## src/rtl/core/ttb_pkg.sv

```systemverilog
// Package for the timer bank: sizes, operation, mode and reply codes, item types.
// No dependencies.
`default_nettype none
package ttb_pkg;
  localparam int SlotCount = 16;
  localparam int SlotBits = $clog2(SlotCount);
  localparam int CountBits = $clog2(SlotCount + 1);
  localparam int ExpireBatch = 4;
  localparam int BatchBits = $clog2(ExpireBatch + 1);
  localparam logic [15:0] FirstIdent = 16'h6000;

  localparam logic [2:0] OpCreate  = 3'd0;
  localparam logic [2:0] OpDestroy = 3'd1;
  localparam logic [2:0] OpStart   = 3'd2;
  localparam logic [2:0] OpCancel  = 3'd3;
  localparam logic [2:0] OpTick    = 3'd4;

  localparam logic [1:0] ModeOff    = 2'd0;
  localparam logic [1:0] ModeOnce   = 2'd1;
  localparam logic [1:0] ModeReload = 2'd2;

  localparam logic KindReply  = 1'b0;
  localparam logic KindExpiry = 1'b1;
  localparam logic StatusOk   = 1'b0;
  localparam logic StatusFail = 1'b1;

  typedef struct packed {
    logic [2:0]  operation;
    logic [15:0] timer_id;
    logic [31:0] period_ticks;
    logic [1:0]  reload_mode;
    logic [31:0] now_ticks;
  } cmd_t;

  typedef struct packed {
    logic        kind;
    logic        status;
    logic [15:0] result_id;
    logic        last;
  } rsp_t;
endpackage
`default_nettype wire

```

## src/rtl/core/ttb_if.sv

```systemverilog
// Valid/ready channel interface carrying one payload.
// Depends on nothing; payload type is given by the user.
`default_nettype none
interface ttb_if #(parameter type payload_t = logic) (input wire logic clk);
  logic     valid;
  logic     ready;
  payload_t data;
  modport source (output valid, output data, input ready);
  modport sink (input valid, input data, output ready);
endinterface
`default_nettype wire

```

## src/rtl/core/tick_timer_bank_unit.sv

```systemverilog
// Timer bank: one command or tick at a time, run by a sequencer over slots.
// Each scan of slots or of the running list steps through it one entry at a time; the
// compare unit serves the running-list insertion scan. A tick walks the list once per
// expired timer and once per re-insert. The input is not ready while busy, so a new
// item is taken only once the last one is through and its result has been accepted.
// Synchronous reset clears slot use, modes, the list count and the ID counter.
`default_nettype none
module tick_timer_bank_unit (
  input  wire logic clk,
  input  wire logic rst,
  ttb_if.sink       in_ch,
  ttb_if.source     out_ch
);
  localparam int SB = ttb_pkg::SlotBits;
  localparam int CB = ttb_pkg::CountBits;
  localparam int N  = ttb_pkg::SlotCount;

  localparam logic [3:0] S_IDLE  = 4'd0;
  localparam logic [3:0] S_FIND  = 4'd1;
  localparam logic [3:0] S_DISP  = 4'd2;
  localparam logic [3:0] S_RMSCN = 4'd3;
  localparam logic [3:0] S_RMSH  = 4'd4;
  localparam logic [3:0] S_INSCN = 4'd5;
  localparam logic [3:0] S_INSSH = 4'd6;
  localparam logic [3:0] S_POP   = 4'd7;
  localparam logic [3:0] S_POPSH = 4'd8;
  localparam logic [3:0] S_EMIT  = 4'd9;
  localparam logic [3:0] S_RELD  = 4'd10;
  localparam logic [3:0] S_OUT   = 4'd11;
  localparam logic [3:0] S_AFTRM = 4'd12;

  logic [3:0] state;
  ttb_pkg::cmd_t cmd;
  logic [N-1:0] used;
  logic [1:0] mode [N];
  logic [15:0] ident [N];
  logic [31:0] period [N];
  logic [31:0] deadline [N];
  logic [SB-1:0] order [N];
  logic [CB-1:0] count;
  logic [15:0] next_ident;
  logic [CB-1:0] idx;
  logic [SB-1:0] slot;
  logic found;
  logic [SB-1:0] popped [ttb_pkg::ExpireBatch];
  logic [ttb_pkg::BatchBits-1:0] npop;
  logic [ttb_pkg::BatchBits-1:0] emit;
  ttb_pkg::rsp_t rsp;
  logic out_valid;

  // Shared compare unit: list entry deadline against a key.
  logic [31:0] key;
  logic [31:0] cmp_dl;
  logic cmp_le;
  always_comb begin
    cmp_dl = deadline[order[idx[SB-1:0]]];
    cmp_le = cmp_dl <= key;
  end

  assign in_ch.ready = (state == S_IDLE) && !out_valid;
  assign out_ch.valid = out_valid;
  assign out_ch.data = rsp;

  always_ff @(posedge clk) begin
    if (rst) begin
      state <= S_IDLE;
      used <= '0;
      count <= '0;
      next_ident <= ttb_pkg::FirstIdent;
      out_valid <= 1'b0;
      for (int i = 0; i < N; i++) mode[i] <= ttb_pkg::ModeOff;
    end else begin
      if (out_valid && out_ch.ready) out_valid <= 1'b0;
      unique case (state)
        S_IDLE: begin
          if (in_ch.valid && in_ch.ready) begin
            cmd <= in_ch.data;
            idx <= '0;
            found <= 1'b0;
            state <= S_FIND;
          end
        end
        // Slot scan: free slot for create, matching ID otherwise.
        S_FIND: begin
          if (idx == CB'(N)) begin
            state <= S_DISP;
          end else begin
            if (!found && ((cmd.operation == ttb_pkg::OpCreate) ? !used[idx[SB-1:0]]
                : (used[idx[SB-1:0]] && ident[idx[SB-1:0]] == cmd.timer_id))) begin
              found <= 1'b1;
              slot <= idx[SB-1:0];
            end
            idx <= idx + 1'b1;
          end
        end
        S_DISP: begin
          rsp <= '{kind: ttb_pkg::KindReply, status: ttb_pkg::StatusFail,
                   result_id: 16'd0, last: 1'b1};
          idx <= '0;
          state <= S_OUT;
          case (cmd.operation)
            ttb_pkg::OpCreate: begin
              if (cmd.period_ticks != 0 && found) begin
                used[slot] <= 1'b1;
                ident[slot] <= next_ident;
                period[slot] <= cmd.period_ticks;
                deadline[slot] <= '0;
                mode[slot] <= ttb_pkg::ModeOff;
                next_ident <= next_ident + 16'd1;
                rsp <= '{kind: ttb_pkg::KindReply, status: ttb_pkg::StatusOk,
                         result_id: next_ident, last: 1'b1};
              end
            end
            ttb_pkg::OpDestroy, ttb_pkg::OpCancel, ttb_pkg::OpStart: begin
              if (found && !(cmd.operation == ttb_pkg::OpStart && cmd.reload_mode > 2'd1)
                  && !(cmd.operation == ttb_pkg::OpCancel
                       && mode[slot] == ttb_pkg::ModeOff)) begin
                rsp.status <= ttb_pkg::StatusOk;
                state <= (mode[slot] != ttb_pkg::ModeOff) ? S_RMSCN : S_AFTRM;
              end
            end
            ttb_pkg::OpTick: begin
              npop <= '0;
              state <= S_POP;
              key <= cmd.now_ticks;
            end
            default: ;
          endcase
        end
        // Find the slot in the running list.
        S_RMSCN: begin
          if (idx >= count) state <= S_AFTRM;
          else if (order[idx[SB-1:0]] == slot) state <= S_RMSH;
          else idx <= idx + 1'b1;
        end
        // Close the gap one entry per cycle.
        S_RMSH: begin
          if (idx + 1'b1 < count) begin
            order[idx[SB-1:0]] <= order[SB'(idx + 1'b1)];
            idx <= idx + 1'b1;
          end else begin
            count <= count - 1'b1;
            state <= S_AFTRM;
          end
        end
        S_AFTRM: begin
          state <= S_OUT;
          if (cmd.operation == ttb_pkg::OpStart) begin
            mode[slot] <= cmd.reload_mode[0] ? ttb_pkg::ModeReload : ttb_pkg::ModeOnce;
            deadline[slot] <= cmd.now_ticks + period[slot];
            key <= cmd.now_ticks + period[slot];
            idx <= '0;
            state <= S_INSCN;
          end else begin
            mode[slot] <= ttb_pkg::ModeOff;
            if (cmd.operation == ttb_pkg::OpDestroy) used[slot] <= 1'b0;
          end
        end
        // Insertion point: after every entry with deadline not after key.
        S_INSCN: begin
          if (count >= CB'(N)) state <= (cmd.operation == ttb_pkg::OpTick) ? S_RELD : S_OUT;
          else if (idx < count && cmp_le) idx <= idx + 1'b1;
          else begin
            key[CB-1:0] <= count;
            state <= S_INSSH;
          end
        end
        // Shift entries up from the tail, key low bits hold the walk position.
        S_INSSH: begin
          if (key[CB-1:0] > idx) begin
            order[key[SB-1:0]] <= order[SB'(key[CB-1:0] - 1'b1)];
            key[CB-1:0] <= key[CB-1:0] - 1'b1;
          end else begin
            order[idx[SB-1:0]] <= slot;
            count <= count + 1'b1;
            state <= (cmd.operation == ttb_pkg::OpTick) ? S_RELD : S_OUT;
          end
        end
        // Pop expired heads.
        S_POP: begin
          if (count != 0 && npop != ttb_pkg::BatchBits'(ttb_pkg::ExpireBatch)
              && cmd.now_ticks >= deadline[order[0]]) begin
            popped[npop[$clog2(ttb_pkg::ExpireBatch)-1:0]] <= order[0];
            npop <= npop + 1'b1;
            idx <= '0;
            state <= S_POPSH;
          end else begin
            emit <= '0;
            state <= (npop == 0) ? S_IDLE : S_EMIT;
          end
        end
        S_POPSH: begin
          if (idx + 1'b1 < count) begin
            order[idx[SB-1:0]] <= order[SB'(idx + 1'b1)];
            idx <= idx + 1'b1;
          end else begin
            count <= count - 1'b1;
            state <= S_POP;
          end
        end
        // Report one popped timer, then reload or disable it.
        S_EMIT: begin
          if (!out_valid) begin
            slot <= popped[emit[$clog2(ttb_pkg::ExpireBatch)-1:0]];
            rsp <= '{kind: ttb_pkg::KindExpiry, status: ttb_pkg::StatusOk,
                     result_id: ident[popped[emit[$clog2(ttb_pkg::ExpireBatch)-1:0]]],
                     last: (emit + 1'b1 == npop)};
            out_valid <= 1'b1;
            emit <= emit + 1'b1;
            if (mode[popped[emit[$clog2(ttb_pkg::ExpireBatch)-1:0]]]
                == ttb_pkg::ModeReload) begin
              deadline[popped[emit[$clog2(ttb_pkg::ExpireBatch)-1:0]]] <=
                deadline[popped[emit[$clog2(ttb_pkg::ExpireBatch)-1:0]]]
                + period[popped[emit[$clog2(ttb_pkg::ExpireBatch)-1:0]]];
              key <= deadline[popped[emit[$clog2(ttb_pkg::ExpireBatch)-1:0]]]
                + period[popped[emit[$clog2(ttb_pkg::ExpireBatch)-1:0]]];
              idx <= '0;
              state <= S_INSCN;
            end else begin
              mode[popped[emit[$clog2(ttb_pkg::ExpireBatch)-1:0]]] <= ttb_pkg::ModeOff;
              state <= S_RELD;
            end
          end
        end
        S_RELD: begin
          state <= (emit == npop) ? S_IDLE : S_EMIT;
        end
        S_OUT: begin
          out_valid <= 1'b1;
          state <= S_IDLE;
        end
        default: state <= S_IDLE;
      endcase
    end
  end
endmodule
`default_nettype wire

```

## src/flat_wrapper.sv

```systemverilog
// flat-port wrapper written by rule: the top's interface ports become plain ports
module tick_timer_bank_unit_flat 
  (clk, rst, in_ch_valid, in_ch_data, in_ch_ready, out_ch_valid, out_ch_data, out_ch_ready);
  ttb_if in_ch_i (.clk(clk));
  ttb_if out_ch_i (.clk(clk));
  input  wire logic clk;
  input  wire logic rst;
  input wire logic [$bits(in_ch_i.valid)-1:0] in_ch_valid;
  input wire logic [$bits(in_ch_i.data)-1:0] in_ch_data;
  output wire logic [$bits(in_ch_i.ready)-1:0] in_ch_ready;
  output wire logic [$bits(out_ch_i.valid)-1:0] out_ch_valid;
  output wire logic [$bits(out_ch_i.data)-1:0] out_ch_data;
  input wire logic [$bits(out_ch_i.ready)-1:0] out_ch_ready;
  assign in_ch_i.valid = in_ch_valid;
  assign in_ch_i.data = in_ch_data;
  assign in_ch_ready = in_ch_i.ready;
  assign out_ch_valid = out_ch_i.valid;
  assign out_ch_data = out_ch_i.data;
  assign out_ch_i.ready = out_ch_ready;
  tick_timer_bank_unit u_core (.clk(clk), .rst(rst), .in_ch(in_ch_i), .out_ch(out_ch_i));
endmodule
```

## config.mk

```make
export PLATFORM = sky130hd
export DESIGN_NAME = tick_timer_bank_unit_flat
export DESIGN_NICKNAME = d
export VERILOG_FILES = /design/src/rtl/core/ttb_pkg.sv /design/src/rtl/core/ttb_if.sv /design/src/rtl/core/tick_timer_bank_unit.sv /design/src/flat_wrapper.sv
export SDC_FILE = /design/constraint.sdc
export NUM_CORES = 1
export LEC_CHECK = 0
export CAP_MARGIN = 30
export CORE_MARGIN = 2
export CORE_UTILIZATION = 55
export DETAILED_ROUTE_END_ITERATION = 8
export DONT_BUFFER_PORTS = 1
export PLACE_DENSITY = 0.76
export SLEW_MARGIN = 20
export SYNTH_ARGS = -nofsm -noshare
export SYNTH_HDL_FRONTEND = slang
export SYNTH_SLANG_ARGS = --single-unit
```

## constraint.sdc

```tcl
create_clock -name clk -period 7.95 [get_ports clk]
set_clock_uncertainty 0.2 [all_clocks]
set_input_delay 1.1925 -clock clk [delete_from_list [all_inputs] [get_ports clk]]
set_output_delay 1.1925 -clock clk [all_outputs]
set_load 0.02 [all_outputs]
```

==> results of run 1 <==
-- layer usage --
metal | part of all wire [%] | GRT usage [%] | up-vias
li1 | - | - | 2155
met1 | 41 | 34.0 | 2393
met2 | 48 | 40.6 | 277
met3 | 7.7 | 6.54 | 54
met4 | 3.7 | 12.7 | 0
met5 | 0 | 0 | -
-- critical path, cell delays in order, from the launching register on --
cell and delay, ps:
dfxtp_1 680, inv_1 260, nor3_2 710, o221ai_1 500, nor2_1 760, a31oi_1 360, nor2_1 410
-- kinds of logic (layout without fill, tap and decap cells) --
group	count (synthesis)	count (layout)	synth area share, %
and+or+nand+nor	167	167	11.2
AOI/OAI and AO/OA	98	98	8.90
buffers and inverters	58	70	3.44
xor gates and xnor gates	25	25	3.15
muxes	72	72	19.6
adders and majority gates	27	27	4.97
DFF	118	118	48.7
-- Yosys cell counts (all sizes together), types with 3 or more instances --
cell type  instances  area, um^2
a221oi             3        38.8
nor2              59         224
a31oi              8        50.1
ha                26         325
nand2b             8        50.1
xor2               9        78.8
nor2b              7        43.8
buf               14        73.8
and2               6        37.5
inv               27         101
nand3             10        50.1
o22ai              6        37.5
a21o               3        22.5
o21ai             25         125
edfxtp           102        3060
or3                3        18.8
dfxtp             16         320
mux4              50        1130
nand2             45         169
xnor2             16         140
a21oi             32         160
mux2               5        60.1
clkbuf            16        60.1
and3               4        25.0
mux2i             17         170
a211oi             5        37.5
nor3              14        75.1
-- worst paths after layout --
check / startpoint / to / slack (ps) / cells past startpoint
worst min register to register: u_core.count[2] / u_core.count[2] / 360 / 2
worst min-delay path: u_core.count[2] / u_core.count[2] / 360 / 2
worst max-delay path: u_core.state[1] / u_core.order[7][0] / 3730 / 6
worst max register to register: u_core.state[1] / u_core.order[7][0] / 3730 / 6
-- registers in the layout (all words and copies together) (netlist names), 4 cells and up, named ones only --
register / cells
u_core.count: 5
u_core.idx: 5
u_core.key: 5
u_core.order: 64
u_core.popped: 16
u_core.slot: 4
u_core.state: 4
-- report_power, final --
group / internal [mW] / switching, mW / total [mW]
clock: 0.515 / 0.269 / 0.785
combinational: 0.565 / 0.795 / 1.36
sequential: 0.910 / 0.142 / 1.05
total: 1.99 / 1.21 / 3.20
-- area by class of cell --
type	count	area share (%)
Sequential cell	118	43.8
Clock buffer	23	6.19
Timing Repair Buffer	10	1.20
Multi-Input combinational cell	389	43.0
Clock inverter	9	1.65
Inverter	28	1.36
Tap cell	172	2.79
==> out/metrics.csv, run 1 <==
stage;metric;value;unit
run_status;outcome;finished clean;
cts;cts_buffer_depth;2;
cts;cts.sinks;118;
place;place_inst;717;
detailed_routing;first_pass_iters;5;
cts;ctsHoldBuffers;0;
min_path;hold_path_class;reg2reg;
layout;layout_common_cells;edfxtp_1 (102), nor2_1 (58), mux4_2 (49);
global_route;grt_pass1_vias;4758;
timing;fin_hold_ws;361;ps
detailed_routing;vias;4879;
place;gp_routability_congestion;0.996;
setup_path;cp.arrival;4100;ps
setup_path;cp.required;7820;ps
global_route;antenna_found_initial;0;
power;powerDensity;414;mW/mm^2
power;p_total;3.20;mW
layout;fin_util;62.0;%
layout;diodes;0;
layout;area_delta_synth_final;11.2;%
timing;rsz0062_at_grt;no;
job;drv_cap;0;
power;leakage;2.69;nW
timing;max_freq;237;MHz
logic_synthesis;postSynthAreaPerCell;12.3;um^2
global_route;grt_first_pass_wirelength;25700;um
cts;root_buffer;clkbuf_16;
layout;finalNonFillerCells;749;
layout;fin_area;0.00772;mm^2
logic_synthesis;synth-seq-cells;118;
logic_synthesis;async_flop_share;0;%
detailed_routing;routed_wl;16600;um
timing;slew_viol_final;0;
place;io_buffer_count;0;
layout;regArea;0.00338;mm^2
layout;nFillCells;962;
detailed_routing;drt-initial-drc-count;596;
detailed_routing;wl_per_cell;22.2;um
logic_synthesis;synth_edf_count;102;
layout;drive_gt1_share;17.0;%
timing;hold_violations;0;
setup_path;critPathMaxFanout;17;
die;fp.dieArea;0.0135;mm^2
cts;clock_latency;420;ps
cts;cts_setup_buffers;0;
logic_synthesis;ys_types;61;
logic_synthesis;yosysWarningCount;0;
place;post-dp-hpwl;11500;um
place;dp_slack;3830;ps
detailed_routing;antenna_left;0;
place;placed_area;0.00712;mm^2
layout;multi_input_area;0.00332;mm^2
layout;mostFrequentLayoutCell;edfxtp_1;
timing;min_period_over_period;53.1;%
die;initial_core_util;55.7;%
logic_synthesis;synth_area;0.00695;mm^2
setup_path;cp-end-kind;register;
detailed_routing;drt-vias-per-instance;6.51;
die;die_height;116;um
cts;cts-resized-gates;0;
timing;slew_headroom;36.1;%
global_route;overflow;0;
die;die_w;116;um
timing;worstMarginPinSlew;958;ps
die;io_pins;8;
power;ir_drop;0.294;mV
logic_synthesis;seq_area_frac_synth;48.7;%
cts;clkTransAtPathRegs;50;ps
layout;final_nets;596;
timing;setup_tns;0;ps
timing;finalCriticalPeriod;4220;ps
logic_synthesis;netlist_instances;565;
global_route;grt_usage;25.9;%
timing;finalSetupViolCount;0;
logic_synthesis;syn_nets;597;
detailed_routing;drc;0;
setup_path;timing.critical_path.from_type;register;
logic_synthesis;synth_top_flop_cell;edfxtp_1;
setup_path;critPathKind;reg2reg;
cts;tritoncts;built;
cts;htreeDepth;4;
global_route;grt_max_degree;26;
die;core;0.0125;mm^2
die;rows;41;
timing;setup_ws;3730;ps
cts;cts-buffers-inserted;17;
No activity file was read; power rests on OpenSTA's default activity.
==> run 2, diff against run 1 <==
Settings changed: PLACE_DENSITY 0.76 to 0.79.
Clock period 7.95 ns to 3.8 ns, I/O delays scaled along.
==> run 2 against run 1 <==
Effect of this change:
- fmax increased by 16%
- combinational power increased by 120%
- sequential share of layout area decreased by 0.56 points
- clock power increased by 100%
- non-clock buffer count increased by 15
- sequential cell count unchanged
- register-to-register slack got worse by 3600 ps
- via count increased by 1.0%
- worst setup slack got worse by 3600 ps
- critical path type unchanged
- critical endpoint is now u_core.order[6][0]
==> out/metrics.csv, run 2 (synthesis results as in run 1) <==
stage;metric;value;unit;change
die;io_pins;8;;unchanged
place;placed_area;0.00723;mm^2;+1.5%
die;die_w;116;um;unchanged
detailed_routing;first_pass_iters;5;;unchanged
timing;rsz0062_at_grt;yes;;
setup_path;worstPathCellList;inv_1 > ha_1 > nor2b_1 > o21ai_0 > a21oi_1 > o221ai_1 > nor2_1 > buf_4 > nor3_1 > a31oi_1 > nor2_1;;
setup_path;cp-end-kind;register;;
detailed_routing;routed_wl;17000;um;+2.5%
global_route;grt_first_pass_wirelength;27300;um;+6.0%
power;leakage;2.76;nW;+2.5%
layout;mostFrequentLayoutCell;edfxtp_1;;
detailed_routing;drt-vias-per-instance;6.45;;-0.94%
place;dp_slack;241;ps;-3580 ps
setup_path;critPathMaxFanout;9;;-8
setup_path;critPathKind;reg2reg;;
layout;final_nets;611;;+2.5%
power;ir_drop;0.466;mV;+58%
timing;slew_viol_final;0;;unchanged
layout;drive_gt1_share;20.3;%;+3.3 points
setup_path;timing.critical_path.from_type;register;;
global_route;grt_pass1_vias;4943;;+3.9%
global_route;grt_usage;27.5;%;+1.6 points
run_status;outcome;finished clean;;
timing;finalSetupViolCount;0;;unchanged
die;core;0.0125;mm^2;unchanged
place;post-dp-hpwl;12000;um;+3.9%
detailed_routing;vias;4930;;+1.0%
power;powerDensity;856;mW/mm^2;+110%
die;initial_core_util;55.7;%;unchanged
cts;clkTransAtPathRegs;60;ps;about the same
place;io_buffer_count;0;;unchanged
layout;diodes;0;;unchanged
layout;area_delta_synth_final;12.7;%;
detailed_routing;drt-initial-drc-count;705;;+18%
setup_path;cp.required;3720;ps;-4100 ps
cts;cts_buffer_depth;2;;unchanged
layout;largest_reg_flops;64;;unchanged
power;p_total;6.70;mW;+110%
job;drv_cap;0;;unchanged
layout;fin_area;0.00783;mm^2;+1.3%
cts;tritoncts;built;;
cts;root_buffer;clkbuf_16;;
setup_path;worst_path_most_repeated_cell;nor2_1;;
cts;cts-buffers-inserted;17;;unchanged
min_path;hold_path_class;in2reg;;
die;fp.dieArea;0.0135;mm^2;unchanged
global_route;overflow;0;;unchanged
die;rows;41;;unchanged
cts;cts_setup_buffers;0;;unchanged
place;gp_routability_congestion;0.987;;-0.82%
detailed_routing;drc;0;;unchanged
timing;setup_tns;0;ps;unchanged
timing;min_period_over_period;95.5;%;+42 points
timing;slew_headroom;44.5;%;+8.5 points
cts;cts.sinks;118;;unchanged
cts;clock_latency;410;ps;about the same
setup_path;cpPeakStageDelay;490;ps;-270 ps
layout;layout_common_cells;edfxtp_1 (102), nor2_1 (54), mux4_2 (49);;
layout;nFillCells;928;;-3.5%
timing;finalCriticalPeriod;3630;ps;-593 ps
timing;hold_violations;0;;unchanged
setup_path;cp_top_family;compound AO/OA/AOI/OAI gates;;
setup_path;cp.arrival;3550;ps;-550 ps
setup_path;r2r_setup_slack;170;ps;-3560 ps
die;die_height;116;um;unchanged
timing;max_freq;275;MHz;+16%
timing;setup_ws;170;ps;-3560 ps
setup_path;path_buf_inv;2;;+1
global_route;grt_max_degree;23;;-12%
timing;fin_hold_ws;20.3;ps;-341 ps
setup_path;worst_path_max_delay_cell;edfxtp_1;;
global_route;antenna_found_initial;0;;unchanged
detailed_routing;wl_per_cell;22.3;um;+0.49%
timing;worstMarginPinSlew;827;ps;-131 ps
cts;htreeDepth;4;;unchanged
detailed_routing;antenna_left;0;;unchanged
==> run 2: cell types whose count changed in the layout (fill, tap and decap cells not counted), sizes merged <==
| cell | previous run | this run |
|---|---|---|
| bufinv | 3 | 2 |
| clkbuf | 23 | 18 |
| clkinv | 5 | 9 |
| inv | 27 | 30 |
| buf | 10 | 25 |
| clkinvlp | 2 | 1 |
==> run 2: what timing repair did <==
| item | CTS | global route |
|---|---|---|
| hold buffers | 0 | 0 |
| resized for setup | 0 | 4 |
| endpoints found under the setup margin | 0 | 44 |
| hold endpoints to repair | 0 | 0 |
==> run 2: power by group <==
group,internal (mW),leakage (nW),switching [mW],total (mW)
Sequential,1.91,1.05,0.200,2.11
Clock,0.970,0.283,0.617,1.59
Combinational,1.24,1.42,1.76,3.00
==> run 2: final timing paths <==
path | startpoint | endpoint | cells past startpoint
min reg2reg | u_core.count[2] | u_core.count[2] | 2
max reg2reg | u_core.idx[1] | u_core.order[6][0] | 11
max | u_core.idx[1] | u_core.order[6][0] | 11
min | rst | u_core.out_ch.valid | 1
==> run 2: layout make-up <==
| class | count | area (um^2) | share of cell area [%] |
|---|---|---|---|
| clock buffer | 18 | 429 | 5.48 |
| clock inverter | 14 | 151 | 1.93 |
| inverter | 28 | 105 | 1.34 |
| multi-input combinational | 389 | 3340 | 42.6 |
| sequential | 118 | 3380 | 43.2 |
| tap | 172 | 215 | 2.75 |
| timing repair buffer | 25 | 204 | 2.61 |
==> run 2: through the flow <==
step           instances  utilization (%)
6_report             764             62.8
5_1_grt              764             62.8
4_1_cts              763             62.6
3_5_place_dp         731             58.0
3_3_place_gp         729             57.8
2_1_floorplan        565                -
==> run 2: per-layer routing <==
layer | wire length (um) | track usage [%]
met5 | 0 | 0
met4 | 677 | 12.4
met1 | 6690 | 35.8
met3 | 1350 | 7.27
met2 | 8300 | 43.7
